===== src/rtl/set_assoc_cache_fifo_tag_store_defines.svh =====
// Assertion macros for the set-associative tag store.
`ifndef SET_ASSOC_CACHE_FIFO_TAG_STORE_DEFINES_SVH
`define SET_ASSOC_CACHE_FIFO_TAG_STORE_DEFINES_SVH

`ifndef SYNTHESIS
`define SACFS_ASSERT_IMPLY(label, clk, rst_n, a, b) \
    label: assert property (@(posedge clk) disable iff (!rst_n) (a) |-> (b)) \
        else $error("implication check failed");
`define SACFS_ASSERT_NEXT(label, clk, rst_n, a, b) \
    label: assert property (@(posedge clk) disable iff (!rst_n) (a) |=> (b)) \
        else $error("next-cycle check failed");
`else
`define SACFS_ASSERT_IMPLY(label, clk, rst_n, a, b)
`define SACFS_ASSERT_NEXT(label, clk, rst_n, a, b)
`endif

`endif


===== src/rtl/sacfs_ram.sv =====
// Simple dual-port RAM, one write and one registered read per cycle.
`timescale 1ns / 1ps
module sacfs_ram #(
    parameter int WIDTH = 8,
    parameter int DEPTH = 16
) (
    input  logic                     clk,
    input  logic                     we,
    input  logic [$clog2(DEPTH)-1:0] waddr,
    input  logic [WIDTH-1:0]         wdata,
    input  logic [$clog2(DEPTH)-1:0] raddr,
    output logic [WIDTH-1:0]         rdata
);

    logic [WIDTH-1:0] mem [DEPTH];
    logic [WIDTH-1:0] rdata_reg;

    always_ff @(posedge clk)
    begin
        if (we)
        begin
            mem[waddr] <= wdata;
        end
        rdata_reg <= mem[raddr];
    end

    assign rdata = rdata_reg;

endmodule


===== config.mk =====
export PLATFORM = sky130hd
export DESIGN_NAME = sacfs_ram
export DESIGN_NICKNAME = d
export VERILOG_FILES = /design/src/rtl/set_assoc_cache_fifo_tag_store_defines.svh /design/src/rtl/sacfs_ram.sv
export SDC_FILE = /design/constraint.sdc
export NUM_CORES = 1
export LEC_CHECK = 0
export ABC_AREA = 1
export BUFFER_PORTS_ARGS = -buffer_cell sky130_fd_sc_hd__buf_4
export CAP_MARGIN = 30
export CELL_PAD_IN_SITES_DETAIL_PLACEMENT = 1
export CELL_PAD_IN_SITES_GLOBAL_PLACEMENT = 2
export CORE_ASPECT_RATIO = 1.2
export CORE_MARGIN = 5
export CORE_UTILIZATION = 40
export DETAILED_ROUTE_END_ITERATION = 12
export HOLD_SLACK_MARGIN = 0.1
export PLACE_DENSITY_LB_ADDON = 0.1
export SLEW_MARGIN = 30
export SYNTH_ARGS = -nofsm -noshare
export SYNTH_HDL_FRONTEND = slang
export SYNTH_SLANG_ARGS = --single-unit

===== constraint.sdc =====
create_clock -name clk -period 1.9 [get_ports clk]
set_clock_uncertainty 0.15 [all_clocks]
set_input_delay 0.475 -clock clk [delete_from_list [all_inputs] [get_ports clk]]
set_output_delay 0.475 -clock clk [all_outputs]
set_load 0.05 [all_outputs]

==> reports/qor.yml <==
timing.rr.end: "rdata[0]"
portBuffers: 25
grt_setup_unrepaired: "no"
synth_area_leaders: "edfxtp_1, nand2_1, nand3_1"
register_area_mm2: 0.00400
grt_max_degree: 39
start_util_pct: 40.3
min_period_over_period_pct: 84.2
antenna_found_initial: 0
die_height_um: 142
setup_viol: 0
netlist_area_mm2: 0.00577
largest_reg_flops: 128
internal_power_mw: 5.53
cts_sinks: 136
yosysMostFrequentCell: "nand2_1"
fin_nets: 616
cts_hold_buffers: 0
seqPwrFrac_pct: 47.4
post_route_cells_drive_above_1_share_pct: 13.6
syn_inst: 551
syn_area_per_cell_um2: 10.5
switching_share_pct: 22.2
ys_ff_latch: 136
critPathTopFamily: "flip-flops"
async_flop_share_pct: 0
ys_seq_area_share_pct: 69.4
hold_viol_final: 0
max_cap_viol_count: 0
drt-initial-drc-count: 166
vias: 3824
tns_ps: 0
dp_hpwl_um: 9630
rows: 48
cts_setup_buffers: 0
die_area_mm2: 0.0169
required_ps: 1270
cts_inserted_buffers: 17
ys_types: 12
cts_resized: 0
leakage_nw: 2.99
routed_wl_um: 15100
drtAntennaViolNets: 0
hp-class: "in2reg"
hold_start: "raddr[3]"
gr-total-overflow: 0
area_delta_synth_final_pct: 19.0
dpl_cell_area_mm2: 0.00628
place_congestion: 0.742
path_clk_slew_ps: 60
regToRegSetupSlack_ps: 670
powerDensity_mw_per_mm2: 1040
crit_path_cell_trace: "buf_4"
timing.slew.headroom_pct: 79.2
clk_path_buf_depth: 2
multi_input_area_mm2: 0.00121
grtUsageTotal_pct: 19.0
cp_max_fo: 1
status: "complete, no violations"
power_frac_comb_pct: 7.6
ir_drop_uv: 562
synth-edff-count: 128
end_kind: "output port"
grt_pass1_vias: 4137
syn-num-nets: 569
stdcell_area_mm2: 0.00686
startpoint_type: "register"
yosys_warnings: 0
worst_pin_slew_ps: 311
grt_pass1_wl_um: 23500
slowest_delay_ps: 350
n_fill_cell: 1591
synth_flop_cell: "edfxtp_1"
finalMaxSlewViolations: 0
routedWlPerCell_um: 19.2
routed_via_density: 4.87
die_width_um: 120
cts_tree: "yes"
critPathKind: "reg2out"
slowest_stage: "dfxtp_1"
power.switching_mw: 1.58
path_buf_inv: 1
reg2reg_depth: 6
fin_crit_ps: 1600
cts_htree_levels: 4
timing.fmax_ghz: 0.625
yosysTopAreaCell: "edfxtp_1"
n_antenna_cell: 0
first_pass_iters: 4
core-area_mm2: 0.0143
critPathArrivalTime_ps: 980
synth_top_area_share_pct: 66.7
holdPathStages: 3
hold_end: "rdata[6]"
ys_top_cells_by_count: "nand2_1, edfxtp_1, inv_1"
drc: 0
clk_latency_ps: 420
io_pins: 26
pwr-share-clk_pct: 45.0
timing.rr.start: "mem[0][0]"
cts_root_buffer: "clkbuf_16"
worst max-delay path by stage:
stage | start | endpoint | cells past startpoint
final | rdata[7] | rdata[7] | 1
after global routing | rdata[7] | rdata[7] | 1
after CTS | rdata[7] | rdata[7] | 1
after detailed placement | raddr[0] | rdata[7] | 8
after global placement | raddr[0] | rdata[7] | 8
after floorplan | waddr[2] | mem[10][0] | 2
area by class of cell:
cell class                 count  area share [%]
clock inverter                10            1.48
tap                          175            3.19
clock buffer                  22            6.91
timing repair buffer          52            6.78
inverter                     102            5.58
multi-input combinational    289            17.7
sequential                   136            58.4
power by group through the flow:
stage          clock [mW]  combinational (mW)  sequential, mW
4_1_cts              3.26               0.552            3.38
5_1_grt              3.41               0.590            3.38
6_report             3.20               0.537            3.38
3_3_place_gp            0               0.540            3.44
2_1_floorplan           0               0.237            3.50
3_5_place_dp            0               0.549            3.44
per-layer routing:
layer	track usage (%)	wire length [um]	vias up
met2	33.0	7830	68
met4	8.26	369	0
met3	3.47	405	29
li1	-	-	1863
met1	23.3	6450	1864
met5	0	0	-
cells by family (layout without fill, tap and decap cells):
family,Yosys count,after routing,synth area share [%]
flops,136,136,69.4
simple gates,289,289,21.0
buf+inv,126,186,9.52
layout by cell type, fill, tap and decap left out:
master	instances
bufinv_16	2
nand3_1	97
dfxtp_1	8
clkbuf_1	2
nor2_1	17
clkbuf_8	3
nand3b_1	2
buf_4	46
nand2_1	173
edfxtp_1	128
inv_2	2
inv_1	100
buf_12	6
clkinv_1	1
clkinv_2	6
clkinvlp_4	1
clkbuf_16	17
per-stage QoR:
stage               setup slack (ps)  instances  hold WS, ps  utilization [%]  power, mW
detailed placement               141        754          522             44.0       3.99
CTS                              264        786          217             48.0       7.19
global route                     244        786          232             48.0       7.38
floorplan                        324        551          424                -       3.74
global placement                 151        754          503             44.0       3.98
finish                           300        786          237             48.0       7.11
Note: power is estimated with default switching activity, not from simulation.
